==> src/rtl/satc_pkg.sv <==
// Shared types and constants for the safety arming and trip controller.
// Holds the transaction payload structs, register indexes, reset values and
// the arming state encoding. No dependencies.
package satc_pkg;

  localparam int CNT_W   = 10;
  localparam int ALARM_W = 8;
  localparam int CFG_IDX_W  = 3;
  localparam int CFG_DATA_W = 10;

  localparam logic [CNT_W-1:0] CNT_MAX = '1;

  // register indexes
  localparam logic [CFG_IDX_W-1:0] CFG_HEARTBEAT_TIMEOUT  = 3'd0;
  localparam logic [CFG_IDX_W-1:0] CFG_ARM_HOLD_TICKS     = 3'd1;
  localparam logic [CFG_IDX_W-1:0] CFG_RELAY_SETTLE_TICKS = 3'd2;
  localparam logic [CFG_IDX_W-1:0] CFG_BRAKE_WAIT_TICKS   = 3'd3;
  localparam logic [CFG_IDX_W-1:0] CFG_FINAL_WAIT_TICKS   = 3'd4;
  localparam logic [CFG_IDX_W-1:0] CFG_ALARM_PULSE_TICKS  = 3'd5;

  // register reset values
  localparam logic [CNT_W-1:0]   RST_HEARTBEAT_TIMEOUT  = 10'd20;
  localparam logic [CNT_W-1:0]   RST_ARM_HOLD_TICKS     = 10'd200;
  localparam logic [CNT_W-1:0]   RST_RELAY_SETTLE_TICKS = 10'd200;
  localparam logic [CNT_W-1:0]   RST_BRAKE_WAIT_TICKS   = 10'd500;
  localparam logic [CNT_W-1:0]   RST_FINAL_WAIT_TICKS   = 10'd100;
  localparam logic [ALARM_W-1:0] RST_ALARM_PULSE_TICKS  = 8'd25;

  // command bytes
  localparam logic [7:0] CMD_TRIP     = 8'h45; // 'E'
  localparam logic [7:0] CMD_HB_HIGH  = 8'h2B; // '+'
  localparam logic [7:0] CMD_HB_LOW   = 8'h2D; // '-'
  localparam logic [7:0] CMD_ALARM    = 8'h41; // 'A'
  localparam logic [7:0] CMD_BRAKE_ON = 8'h42; // 'B'
  localparam logic [7:0] CMD_BRAKE_OFF = 8'h48; // 'H'

  // message codes
  localparam logic [3:0] MSG_NONE          = 4'd0;
  localparam logic [3:0] MSG_ARMED         = 4'd1;
  localparam logic [3:0] MSG_BUTTON_FAIL   = 4'd2;
  localparam logic [3:0] MSG_RELAY_ON      = 4'd3;
  localparam logic [3:0] MSG_STAGE5        = 4'd4;
  localparam logic [3:0] MSG_THR_FAIL_3    = 4'd5;
  localparam logic [3:0] MSG_THR_FAIL_5    = 4'd6;
  localparam logic [3:0] MSG_BRAKE_RELEASE = 4'd7;
  localparam logic [3:0] MSG_READY         = 4'd8;
  localparam logic [3:0] MSG_DASH_STOP     = 4'd9;

  typedef enum logic [10:0] {
    ST_IDLE   = 11'b000_0000_0001,
    ST_HOLD   = 11'b000_0000_0010,
    ST_RELAY  = 11'b000_0000_0100,
    ST_SETTLE = 11'b000_0000_1000,
    ST_BRAKE  = 11'b000_0001_0000,
    ST_BWAIT  = 11'b000_0010_0000,
    ST_RELEASE = 11'b000_0100_0000,
    ST_FINAL  = 11'b000_1000_0000,
    ST_GO     = 11'b001_0000_0000,
    ST_READY  = 11'b010_0000_0000,
    ST_FAULT  = 11'b100_0000_0000
  } arm_state_t;

  typedef struct packed {
    logic       tick;
    logic       byte_valid;
    logic [7:0] rx_byte;
    logic       arm_button_level;
    logic       throttle_pressed;
    logic       dash_stop_level;
  } in_item_t;

  typedef struct packed {
    logic       trip_relay;
    logic       stop_led;
    logic       alarm_out;
    logic       brake_line;
    logic       heartbeat_led;
    logic       throttle_fault_led;
    logic       brake_enable_echo;
    logic [3:0] arm_stage;
    logic       ack_valid;
    logic [7:0] ack_byte;
    logic       tripped_now;
    logic [3:0] message;
  } out_item_t;

  // supervisor state carried from pass to pass
  typedef struct packed {
    arm_state_t         st;
    logic               hb_level;
    logic               hb_tripped;
    logic               trip_pending;
    logic               tripped;
    logic               brake_enable;
    logic [CNT_W-1:0]   hb_count;
    logic [CNT_W-1:0]   arm_count;
    logic [ALARM_W-1:0] alarm_count;
    logic               relay;
    logic               stop;
    logic               alarm;
    logic               brake;
    logic               hb_led;
    logic               thr_led;
  } sup_state_t;

endpackage

==> src/rtl/safety_arming_trip_controller.sv <==
// Safety arming and trip controller: one supervisor pass per transaction.
// Structure: input register, then result register; a result is registered from the
// held input once the result register is empty or being taken, and can then be taken.
// Throughput: one transaction per cycle, set by the single combinational pass
// between the two registers; a held result stalls the input once both are full.
// Reset (rst, synchronous): arming idle, counters clear, brake line high,
// configuration registers back to their defaults, both stages empty.
module safety_arming_trip_controller
  import satc_pkg::*;
(
  input  logic                  clk,
  input  logic                  rst,
  input  logic                  in_valid,
  output logic                  in_stall,
  input  in_item_t              in_data,
  output logic                  out_valid,
  input  logic                  out_stall,
  output out_item_t             out_data,
  input  logic                  cfg_wr_en,
  input  logic [CFG_IDX_W-1:0]  cfg_index,
  input  logic [CFG_DATA_W-1:0] cfg_data
);

  logic [CNT_W-1:0]   cfg_timeout, cfg_hold, cfg_settle, cfg_brake, cfg_final;
  logic [ALARM_W-1:0] cfg_alarm;

  logic       in_q_valid;
  in_item_t   in_q;
  logic       proc;
  sup_state_t sup, sup_next;
  out_item_t  res_next;

  function automatic sup_state_t do_trip(sup_state_t s);
    sup_state_t r;
    r = s;
    r.tripped = 1'b1;
    r.relay = 1'b0;
    r.stop = 1'b1;
    r.alarm = 1'b1;
    if (s.brake_enable) r.brake = 1'b0;
    r.hb_led = s.hb_tripped;
    r.st = ST_FAULT;
    r.trip_pending = 1'b0;
    return r;
  endfunction

  function automatic sup_state_t stage_wait(sup_state_t s, logic [CNT_W-1:0] limit,
                                            arm_state_t nxt);
    sup_state_t r;
    r = s;
    if (s.arm_count > limit) r.st = nxt;
    else if (s.arm_count != CNT_MAX) r.arm_count = s.arm_count + 1'b1;
    return r;
  endfunction

  assign proc     = in_q_valid && (!out_valid || !out_stall);
  assign in_stall = in_q_valid && !proc;

  always_ff @(posedge clk) begin
    if (rst) begin
      cfg_timeout <= RST_HEARTBEAT_TIMEOUT;
      cfg_hold    <= RST_ARM_HOLD_TICKS;
      cfg_settle  <= RST_RELAY_SETTLE_TICKS;
      cfg_brake   <= RST_BRAKE_WAIT_TICKS;
      cfg_final   <= RST_FINAL_WAIT_TICKS;
      cfg_alarm   <= RST_ALARM_PULSE_TICKS;
    end else if (cfg_wr_en) begin
      case (cfg_index)
        CFG_HEARTBEAT_TIMEOUT:  cfg_timeout <= cfg_data;
        CFG_ARM_HOLD_TICKS:     cfg_hold    <= cfg_data;
        CFG_RELAY_SETTLE_TICKS: cfg_settle  <= cfg_data;
        CFG_BRAKE_WAIT_TICKS:   cfg_brake   <= cfg_data;
        CFG_FINAL_WAIT_TICKS:   cfg_final   <= cfg_data;
        CFG_ALARM_PULSE_TICKS:  cfg_alarm   <= cfg_data[ALARM_W-1:0];
        default: ;
      endcase
    end
  end

  always_comb begin
    sup_state_t s;
    logic       armed;
    logic       did_trip;
    logic       old_level;
    logic       released;
    logic [3:0] msg;
    logic [3:0] stage;

    s = sup;
    did_trip = 1'b0;
    msg = MSG_NONE;
    released = in_q.arm_button_level;

    // timer tick first
    if (in_q.tick) begin
      armed = (s.st != ST_IDLE) && (s.st != ST_FAULT);
      if (s.hb_count > cfg_timeout) begin
        if (armed) begin
          s.hb_tripped = 1'b1;
          s.trip_pending = 1'b1;
        end else begin
          s.hb_count = '0;
        end
      end else if (s.hb_count != CNT_MAX) begin
        s.hb_count = s.hb_count + 1'b1;
      end
      case (s.st)
        ST_HOLD:   s = stage_wait(s, cfg_hold, ST_RELAY);
        ST_SETTLE: s = stage_wait(s, cfg_settle, ST_BRAKE);
        ST_BWAIT:  s = stage_wait(s, cfg_brake, ST_RELEASE);
        ST_FINAL:  s = stage_wait(s, cfg_final, ST_GO);
        ST_IDLE, ST_READY: s.arm_count = '0;
        default: ;
      endcase
      if (s.alarm_count != '0) s.alarm_count = s.alarm_count - 1'b1;
    end

    if (s.trip_pending) begin
      s = do_trip(s);
      did_trip = 1'b1;
    end

    if (in_q.byte_valid) begin
      old_level = s.hb_level;
      if (in_q.rx_byte == CMD_TRIP && !s.tripped) begin
        s = do_trip(s);
        did_trip = 1'b1;
      end
      if (in_q.rx_byte == CMD_HB_HIGH) s.hb_level = 1'b1;
      if (in_q.rx_byte == CMD_HB_LOW) s.hb_level = 1'b0;
      if (in_q.rx_byte == CMD_BRAKE_ON) s.brake_enable = 1'b1;
      if (in_q.rx_byte == CMD_BRAKE_OFF) s.brake_enable = 1'b0;
      if (in_q.rx_byte == CMD_ALARM) begin
        s.alarm_count = cfg_alarm;
        s.alarm = 1'b1;
      end
      if (old_level != s.hb_level) s.hb_count = '0;
    end

    if (!s.tripped) begin
      s.hb_led = s.hb_level;
      if (s.alarm_count == '0) s.alarm = 1'b0;
    end

    armed = (s.st != ST_IDLE) && (s.st != ST_FAULT);
    if (armed && !in_q.dash_stop_level && !s.tripped) begin
      msg = MSG_DASH_STOP;
      s = do_trip(s);
      did_trip = 1'b1;
    end

    case (s.st)
      ST_IDLE: begin
        if (!released) begin
          if (s.brake_enable) s.brake = 1'b0;
          s.thr_led = 1'b0;
          s.stop = 1'b0;
          s.alarm = 1'b0;
          s.relay = 1'b0;
          s.tripped = 1'b0;
          s.hb_tripped = 1'b0;
          s.st = ST_HOLD;
          s.arm_count = '0;
          s.hb_count = '0;
          msg = MSG_ARMED;
        end
      end
      ST_HOLD: begin
        if (released) begin
          s.st = ST_FAULT;
          msg = MSG_BUTTON_FAIL;
        end
      end
      ST_RELAY: begin
        s.relay = 1'b1;
        s.st = ST_SETTLE;
        s.arm_count = '0;
        msg = MSG_RELAY_ON;
      end
      ST_SETTLE: begin
        if (released) begin
          s.st = ST_FAULT;
          msg = MSG_BUTTON_FAIL;
        end
        if (in_q.throttle_pressed) begin
          s.st = ST_FAULT;
          s.thr_led = 1'b1;
          msg = MSG_THR_FAIL_3;
        end
      end
      ST_BRAKE: begin
        s.arm_count = '0;
        s.st = ST_BWAIT;
        msg = MSG_STAGE5;
      end
      ST_BWAIT, ST_FINAL: begin
        if (in_q.throttle_pressed) begin
          s.st = ST_FAULT;
          s.thr_led = 1'b1;
          msg = MSG_THR_FAIL_5;
        end
      end
      ST_RELEASE: begin
        if (released) begin
          s.brake = 1'b1;
          s.arm_count = '0;
          s.st = ST_FINAL;
          msg = MSG_BRAKE_RELEASE;
        end
      end
      ST_GO: begin
        s.st = ST_READY;
        msg = MSG_READY;
      end
      ST_FAULT: begin
        s.relay = 1'b0;
        if (released) s.st = ST_IDLE;
      end
      default: ;
    endcase

    case (s.st)
      ST_IDLE:    stage = 4'd1;
      ST_HOLD:    stage = 4'd2;
      ST_RELAY:   stage = 4'd3;
      ST_SETTLE:  stage = 4'd4;
      ST_BRAKE:   stage = 4'd5;
      ST_BWAIT:   stage = 4'd6;
      ST_RELEASE: stage = 4'd7;
      ST_FINAL:   stage = 4'd8;
      ST_GO:      stage = 4'd9;
      ST_READY:   stage = 4'd10;
      default:    stage = 4'd0;
    endcase

    sup_next = s;
    res_next.trip_relay         = s.relay;
    res_next.stop_led           = s.stop;
    res_next.alarm_out          = s.alarm;
    res_next.brake_line         = s.brake;
    res_next.heartbeat_led      = s.hb_led;
    res_next.throttle_fault_led = s.thr_led;
    res_next.brake_enable_echo  = s.brake_enable;
    res_next.arm_stage          = stage;
    res_next.ack_valid          = in_q.byte_valid;
    res_next.ack_byte           = in_q.byte_valid ? in_q.rx_byte : 8'd0;
    res_next.tripped_now        = did_trip;
    res_next.message            = msg;
  end

  always_ff @(posedge clk) begin
    if (rst) begin
      in_q_valid <= 1'b0;
      out_valid  <= 1'b0;
      sup.st           <= ST_IDLE;
      sup.hb_level     <= 1'b0;
      sup.hb_tripped   <= 1'b0;
      sup.trip_pending <= 1'b0;
      sup.tripped      <= 1'b0;
      sup.brake_enable <= 1'b1;
      sup.hb_count     <= '0;
      sup.arm_count    <= '0;
      sup.alarm_count  <= '0;
      sup.relay        <= 1'b0;
      sup.stop         <= 1'b0;
      sup.alarm        <= 1'b0;
      sup.brake        <= 1'b1;
      sup.hb_led       <= 1'b0;
      sup.thr_led      <= 1'b0;
    end else begin
      if (in_valid && !in_stall) in_q_valid <= 1'b1;
      else if (proc) in_q_valid <= 1'b0;
      if (proc) begin
        out_valid <= 1'b1;
        sup <= sup_next;
      end else if (!out_stall) begin
        out_valid <= 1'b0;
      end
    end
  end

  always_ff @(posedge clk) begin
    if (in_valid && !in_stall) in_q <= in_data;
    if (proc) out_data <= res_next;
  end

endmodule
==> config.mk <==
export PLATFORM = sky130hd
export DESIGN_NAME = safety_arming_trip_controller
export DESIGN_NICKNAME = d
export VERILOG_FILES = /design/src/rtl/satc_pkg.sv /design/src/rtl/safety_arming_trip_controller.sv
export SDC_FILE = /design/constraint.sdc
export NUM_CORES = 1
export LEC_CHECK = 0
export BUFFER_PORTS_ARGS = -buffer_cell sky130_fd_sc_hd__buf_4
export CAP_MARGIN = 10
export CORE_ASPECT_RATIO = 1.4
export CORE_MARGIN = 5
export CORE_UTILIZATION = 35
export DETAILED_ROUTE_END_ITERATION = 6
export PLACE_DENSITY = 0.58
export SYNTH_ARGS = -nofsm -noshare
export SYNTH_HDL_FRONTEND = slang
export SYNTH_SLANG_ARGS = --single-unit
==> constraint.sdc <==
create_clock -name clk -period 5.25 [get_ports clk]
set_clock_uncertainty 0.15 [all_clocks]
set_input_delay 0.525 -clock clk [delete_from_list [all_inputs] [get_ports clk]]
set_output_delay 0.525 -clock clk [all_outputs]
set_load 0.01 [all_outputs]
# [Word level (Yosys, flattened, before mapping)]
# Cells that the tools add are included.
[word_totals] reg_bits=148 latch_bits=0 mem_bits_rw=0 rom_bits=0 in_bits=31 out_inout_bits=27 wordCells=200 memories=0
[classes] addsub=3 mul=0 div=0 n_lt_le_gt_ge=5 n_eq_ne=45 n_shift=0 muxes=76 n_bitwise=0 n_reduce_logical=30
[op_table] op="$mux W50" n=5
[op_table] op="$mux W10" n=11
[op_table] op="$mux W11" n=10
[op_table] op="$pmux W26 S4" n=1
[op_table] op="$pmux W11 S9" n=1
[op_table] op="$gt A10 B10 Y1" n=5
[op_table] op="$pmux W10 S5" n=1
[op_table] op="$pmux W4 S10" n=1
[op_table] op="$eq A11 B1 Y1 const B" n=3
[op_table] op="$eq A11 B2 Y1 const B" n=3
[op_table] op="$eq A11 B4 Y1 const B" n=3
[op_table] op="$eq A11 B6 Y1 const B" n=3
[op_table] op="$eq A11 B8 Y1 const B" n=3
[op_table] op="$eq A8 B7 Y1 const B" n=4
[op_table] op="$pmux W4 S8" n=1
[op_table] op="$pmux W10 S3" n=1
[op_table] op="$mux W4" n=7
[op_table] op="$mux W1" n=27
[op_table] op="$eq A11 B10 Y1 const B" n=2
[op_table] op="$eq A11 B3 Y1 const B" n=2
[op_table] op="$eq A11 B5 Y1 const B" n=2
[op_table] op="$eq A11 B7 Y1 const B" n=2
[op_table] op="$eq A11 B9 Y1 const B" n=2
[op_table] op="$ne A11 B1 Y1 const B" n=2
[op_table] op="27 further kinds" n=57

# [Logic depth before layout (Yosys ltp)]
# Gate-level depths: netlist of run 1.
[logic_depth] depth_word=27 depth_mapped=17 depth_no_buf=16

# [Worst setup path after synthesis of run 1]
# Ideal clock, no wire load.
[synth_path] path_type="reg2reg" start="register sup[17] (netlist name)" end="register out_data[16] (netlist name), data pin" setup_time_ns=0.257 arrival_ns=3.502 t_required_ns=4.843 slack_ns=1.341 path_stages_with_launch=15 path_buffers=1 period_less_slack_ns=3.909 cell_sequence="dfxtp_1 > ha_1 > a211oi_1 > nor2_1 > a2111oi_1 > o21bai_1 > and4b_4 > buf_6 > a2bb2oi_2 > o31ai_2 > a211oi_2 > or3_4 > and3_1 > o21a_1 > o2111a_1"
[synth_lines] element="start: declaration" line_no="safety_arming_trip_controller.sv:30" source="sup_state_t sup, sup_next;"
[synth_lines] element="start signal: assignment" line_no="safety_arming_trip_controller.sv:275" source="sup <= sup_next;"
[synth_lines] element="end signal: assignment" line_no="safety_arming_trip_controller.sv:284" source="if (proc) out_data <= res_next;"
[synth_lines] element="end: declaration" line_no="safety_arming_trip_controller.sv:18" source="output out_item_t out_data,"

==> impl_results.md, run 1 <==
- Post-synth cell types: 93
- Filler cells: 2603
- Tightest Pin Transition: 1140 ps
- Max-cap viol count: 0
- Sequential share of the synthesized area: 37.5%
- Mean Syn Cell Area: 8.06 sq um
- # nets final: 1225
- Drt wl/cell: 16.7 um
- Die Width: 144 um
- Total global-route track usage: 17.5%
- DR iter-0 viols: 517
- Simple-gate area share of the yosys netlist: 27.2%
- Clock root buffer: clkbuf_16
- # rows: 69
- Hold Crit Class: in2reg
- Final Core Density: 40.5%
- RSZ-0062 raised after global routing: false
- First-pass GRT wire length: 40.3 mm
- Synth Area in XOR/XNOR: 0.791%
- FF-to-FF path depth: 13
- Post-detail-place hpwl: 18.1 mm
- Outcome: finished clean
- CTS sink cnt: 147
- Die area: 28600 sq um
- Number of H-tree levels: 4
- Clk Latency, worst-skew pair: 440 ps
- CTS max path bufs: 2
- Worst vdd ir: 220 uV
- Total congestion overflow: 0
- DP Area: 9570 sq um
- Tcrit/Tclk final: 91.2%
- CTS Hold Buffers Added: 0
- Min cycle time layout: 4790 ps
- Vias/cell: 5.40
- Core ar.: 25200 sq um
- Post-Route WL: 24.6 mm
- Crit Path Category: reg2reg
- Synth Area in Compound Gates: 21.1%
- Share of layout cells above drive strength 1: 11.9%
- IO Count: 58
- # setup viols final: 0
- WP data required: 5280 ps
- Critical path endpoint category: flop
- Multiplexer share of the synthesized area: 0.480%
- Largest net degree at the start of global routing: 66
- Pleak: 4.10 nW
- Post-synthesis adder-cell area fraction: 7.63%
- Resized cells post-CTS: 0
- CTS tree: done
- Vias: 7955
- Final hold violations: 0
- Synth Flop Type: dfxtp_1
- Syn Std Cell Area: 8860 sq um
- Post-route cell area: 10200 sq um
- Syn Nets: 1184
- Post-synth EDFFs: 38
- Setup TNS: 0 ps
- Port Buffers: 57
- Max Transition Viols Final: 0
- Cells after Synth: 1099
- CP max FO: 11
- PD cells: 292 nW/um^2
- Initial antenna violation count: 0
- CP Launch Type: flop
- Vias in the first global route: 7784
- Worst Hold Depth: 1
- Clock transition at path regs: 70 ps
- TritonCTS Buffers: 17
- DR pass1 iterations: 5
- Main combinational cell family by area after synthesis: simple AND/OR/NAND/NOR gates
- Post-synthesis async set-or-reset flop share: 0%
- Post-CTS Setup Inserts: 0
- YS warnings: 0
- WP data arrival: 4820 ps
- ANT nets after route: 0
- Chip Height: 198 um
- Peak Freq: 209 MHz
- Max_slew headroom: 23.7%
- Remaining DRCs: 0
- Initial Utilization: 35.1%
- GP Congestion: 0.939
- Layout overhead on the synthesized area: 15.2%
- Diodes inserted: 0
- Synth Register Bits: 147
[state kept, by name (all words and copies together), names as in the netlist]
| signal | cells |
|---|---|
| cfg_alarm | 8 |
| cfg_brake | 10 |
| cfg_final | 10 |
| cfg_hold | 10 |
| cfg_settle | 10 |
| cfg_timeout | 10 |
| in_q | 13 |
| in_q_valid | 1 |
| out_data | 25 |
| out_valid | 1 |
| sup | 49 |
[power breakdown]
part           leakage (nW)  internal (mW)  switching, mW  total, mW
clock                 0.305          0.770          0.568       1.34
sequential             1.25           1.21         0.0345       1.24
combinational          2.55          0.151          0.247      0.398
total                  4.10           2.13          0.850       2.98
[area by class of cell]
cell class                      count  area, sq um  area share (%)
Multi-Input combinational cell    832         5060            49.6
Sequential cell                   147         3320            32.6
Timing Repair Buffer               68          510            5.00
Clock buffer                       17          425            4.17
Tap cell                          319          399            3.91
Inverter                           74          278            2.72
Clock inverter                     15          210            2.06
[cell families (layout without fill, tap and decap cells)]
family | after synthesis | in the layout
simple gates | 495 | 495
mux | 4 | 4
flops | 147 | 147
fa+ha+maj | 54 | 54
xor+xnor | 8 | 8
compound gates | 271 | 271
buf+inv | 120 | 174
[layer usage]
metal  wire, um  up-vias  global-route usage, %
met5          0        -                      0
met3        848       47                   2.44
met4        593        0                   6.46
met1      10900     3753                   22.2
met2      12300      169                   30.2
li1           -     3986                      -
[cell usage after synthesis (17+ instances only)]
cell      number  share of area (%)
inv_1         72                3.1
ha_1          54                7.6
nand3b_1      17                1.4
nand4_1       17                1.2
nor2_1        98                4.2
a21oi_1      112                6.3
nand3_1       25                1.4
edfxtp_1      38                 13
nand2_1      206                8.7
dfxtp_1      109                 25
nor3_1        30                1.7
o21ai_0       45                2.5
clkbuf_1      34                1.4
[critical path: stages (launching register included)]
cell and delay [ps]:
dfxtp_1 570, ha_1 340, a21oi_1 200, o21ai_0 190
a2111oi_4 430, o21bai_1 170, and4b_4 290, nor2_1 560
a221oi_1 240, a211oi_2 520, or3_4 280, a21boi_1 280
nor4b_2 90, o2111a_1 240
[path summary, 6_finish.rpt]
| path | startpoint | slack [ps] | end |
|---|---|---|---|
| setup / recovery | sup[23] | 460 | out_data[16] |
| setup reg to reg | sup[23] | 460 | out_data[16] |
| hold / removal | in_data[11] | 110 | in_q[11] |
| hold reg to reg | cfg_timeout[9] | 310 | cfg_timeout[9] |
[stage by stage]
| step | total power [mW] | setup slack (ps) | hold slack (ps) | cells |
|---|---|---|---|---|
| floorplan | 1.53 | 1340 | 283 | 1099 |
| global placement | 1.66 | 744 | 292 | 1440 |
| detailed placement | 1.66 | 601 | 299 | 1440 |
| finish | 2.98 | 461 | 108 | 1472 |
| CTS | 3.00 | 562 | 100 | 1472 |
| global route | 3.10 | 128 | 92.0 | 1472 |
[cells in the final DEF, fill, tap and decap left out, types with 8 or more instances in the layout]
cell / instances
nand2_1: 206
a21oi_1: 112
dfxtp_1: 109
nor2_1: 98
inv_1: 72
buf_4: 68
ha_1: 54
o21ai_0: 45
edfxtp_1: 38
nor3_1: 30
nand3_1: 25
nand4_1: 17
nand3b_1: 17
clkbuf_16: 17
and2_1: 16
and3_1: 13
nand2b_1: 12
a211oi_1: 12
a31oi_1: 10
a21o_1: 10
or3_1: 10
o31ai_1: 9
a211o_1: 9
nor2b_1: 8
(Power assumes the default switching activity.)
==> run 2, diff against run 1 <==
--- a/config.mk
+++ b/config.mk
@@ -5,6 +5,7 @@
 export SDC_FILE = /design/constraint.sdc
 export NUM_CORES = 1
 export LEC_CHECK = 0
+export ABC_AREA = 1
 export BUFFER_PORTS_ARGS = -buffer_cell sky130_fd_sc_hd__buf_4
 export CAP_MARGIN = 10
 export CORE_ASPECT_RATIO = 1.4
==> run 2 against run 1 <==
Effect of this change:
- cell count rose by 12%
- critical path depth rose by 14
- synthesized cell count rose by 16%
- worst setup slack improved by 160 ps
- flip-flop and latch count did not move
- combinational power rose by 38%
==> impl_results.md, run 2 <==
- Diodes inserted: 0
- CTS sink cnt: 147
- DR iter-0 viols: 379
- WP data required: 5280 ps
- Post-synth EDFFs: 38
- Post-route cell area: 10200 sq um
- Final Core Density: 40.7%
- Pleak: 4.84 nW
- CTS max path bufs: 2
- Crit Path Category: reg2reg
- Cells after Synth: 1272
- Power Total: 3.09 mW
- Vias in the first global route: 8012
- Synth Flop Type: dfxtp_1
- YS warnings: 0
- Biggest regs: sup (49), out_data (25), in_q (13)
- Port Buffers: 57
- Non-Filler Instances: 1652
- Critical path endpoint category: flop
- Layout overhead on the synthesized area: 15.1%
- Initial antenna violation count: 0
- Yosys top cell area share: 24.5%
- Sequential share of the synthesized area: 37.3%
- Mean Syn Cell Area: 7.00 sq um
- Clock power frac: 41.1%
- Post-Route WL: 24.5 mm
- Total congestion overflow: 0
- Syn Nets: 1357
- # setup viols final: 0
- Top cells by count, synth: 262 x nand2_1, 211 x inv_1, 129 x nor2_1
- Post-detail-place hpwl: 18.4 mm
- Fin Hold WS: 109 ps
- Hold Crit Class: in2reg
- IO Count: 58
- Remaining DRCs: 0
- Clock transition at path regs: 70 ps
- Max-cap viol count: 0
- CTS tree: done
- Largest net degree at the start of global routing: 75
- TritonCTS Buffers: 17
- Setup ws final: 622 ps
- Reg with most FFs: sup
- Core ar.: 25200 sq um
- Synth Register Bits: 147
- Max reg flops: 49
- RSZ-0062 raised after global routing: false
- Synth area leader: dfxtp_1
- Worst vdd ir: 226 uV
- Filler cells: 2659
- Tcrit/Tclk final: 88.1%
- Total global-route track usage: 17.3%
- Vias/cell: 5.03
- Most frequent cells in the layout: 262 x nand2_1, 210 x inv_1, 128 x nor2_1
- Clock root buffer: clkbuf_16
- Vias: 8303
- Post-synthesis async set-or-reset flop share: 0%
- Psw: 0.957 mW
- Chip Height: 199 um
- Most common cell in the netlist: nand2_1
- Post-synth cell types: 49
- DP Area: 9640 sq um
- Outcome: finished clean
- Initial Utilization: 35.3%
- ANT nets after route: 0
- Tightest Pin Transition: 926 ps
- # rows: 69
- Post-CTS Setup Inserts: 0
- CP max FO: 19
- GP Congestion: 0.947
- WP data arrival: 4660 ps
- Min cycle time layout: 4630 ps
- Peak Freq: 216 MHz
- # nets final: 1405
- CTS Hold Buffers Added: 0
- Comb pwr share: 17.8%
- DP Cell Count: 1620
- Max_slew headroom: 38.0%
- Int Pwr: 2.13 mW
- Die Width: 145 um
- PD cells: 302 nW/um^2
- Sw frac: 31.0%
- CP Launch Type: flop
- Setup TNS: 0 ps
- Syn Std Cell Area: 8910 sq um
- Resized cells post-CTS: 0
- Clk Latency, worst-skew pair: 440 ps
- Share of layout cells above drive strength 1: 10.7%
- Commonest non-fill, non-tap cell in the layout: nand2_1
- First-pass GRT wire length: 39.5 mm
- Drt wl/cell: 14.8 um
- Placement Setup Slack: 664 ps
- Sequential share of power: 41.1%
- Final hold violations: 0
- Max Transition Viols Final: 0
- Number of H-tree levels: 4
- DR pass1 iterations: 5
- Synth top area cells: dfxtp_1 24%, edfxtp_1 13%, nand2_1 11%
- Die area: 28800 sq um
==> run 2: changes by cell type after synthesis, sizes merged, moves of 12 or more <==
| cell | delta |
|---|---|
| and2 | -15 |
| nand2 | +65 |
| inv | +145 |
| nor3 | -20 |
| nand2b | -12 |
| o211ai | +12 |
| o21ai | +64 |
| nand3 | +48 |
| nand3b | -16 |
| nor2 | +39 |
| and3 | -13 |
==> run 2: cells by family (layout without fill, tap and decap cells) <==
logic type	Yosys count	after routing	synth area share [%]
AO/OA/AOI/OAI	284	284	18.1
XOR/XNOR	6	6	0.590
adder cells (fa/ha/maj)	54	54	7.58
buffers and inverters	255	316	11.0
flip-flops	147	147	37.3
AND/OR/NAND/NOR	526	526	25.4
==> run 2: path summary, 6_finish.rpt <==
path	endpoint	start	cells past startpoint	slack, ps
setup / recovery	out_data[15]	sup[33]	27	620
hold / removal	in_q[10]	in_data[10]	1	110
setup reg to reg	out_data[15]	sup[33]	27	620
hold reg to reg	cfg_alarm[7]	cfg_alarm[7]	2	310
==> run 2: area by class of cell <==
class                      instances  area, sq um  share of cell area, %
inverter                         220          826                   8.06
clock inverter                    15          184                   1.79
tap                              319          399                   3.89
multi-input combinational        870         4610                   45.0
timing repair buffer              64          480                   4.69
sequential                       147         3320                   32.4
clock buffer                      17          425                   4.15
==> run 2: power groups by stage <==
stage | Combinational, mW | Clock [mW] | Sequential [mW]
2_1_floorplan | 0.390 | 0 | 1.28
3_3_place_gp | 0.547 | 0 | 1.29
3_5_place_dp | 0.550 | 0 | 1.29
4_1_cts | 0.553 | 1.30 | 1.27
5_1_grt | 0.624 | 1.35 | 1.28
6_report | 0.551 | 1.27 | 1.27
==> run 2: per-layer routing <==
metal / vias up / track usage [%] / share of wire [%]
li1: 4276 / - / -
met1: 3787 / 20.4 / 42
met2: 187 / 31.1 / 51
met3: 53 / 2.62 / 3.9
met4: 0 / 7.02 / 3.1
met5: - / 0 / 0
==> run 2: worst max-delay path, cell delays in order, from the launching register on <==
cell,delay [ps]
dfxtp_1,370
ha_1,310
nand2_1,80
nor2_1,190
nand3_1,110
nand3_1,140
nand4_2,160
nand2_2,290
inv_1,170
o21ai_1,220
nand2_1,90
inv_1,70
nand3_2,80
nand3_2,290
buf_4,260
o41ai_4,140
nand2_2,130
inv_1,60
nand2_1,110
nand2_2,100
nor2_4,200
nand2_2,90
nor2_1,160
nor2_1,80
nand2_1,100
nor2_1,60
nand2_1,70
nand3_1,70
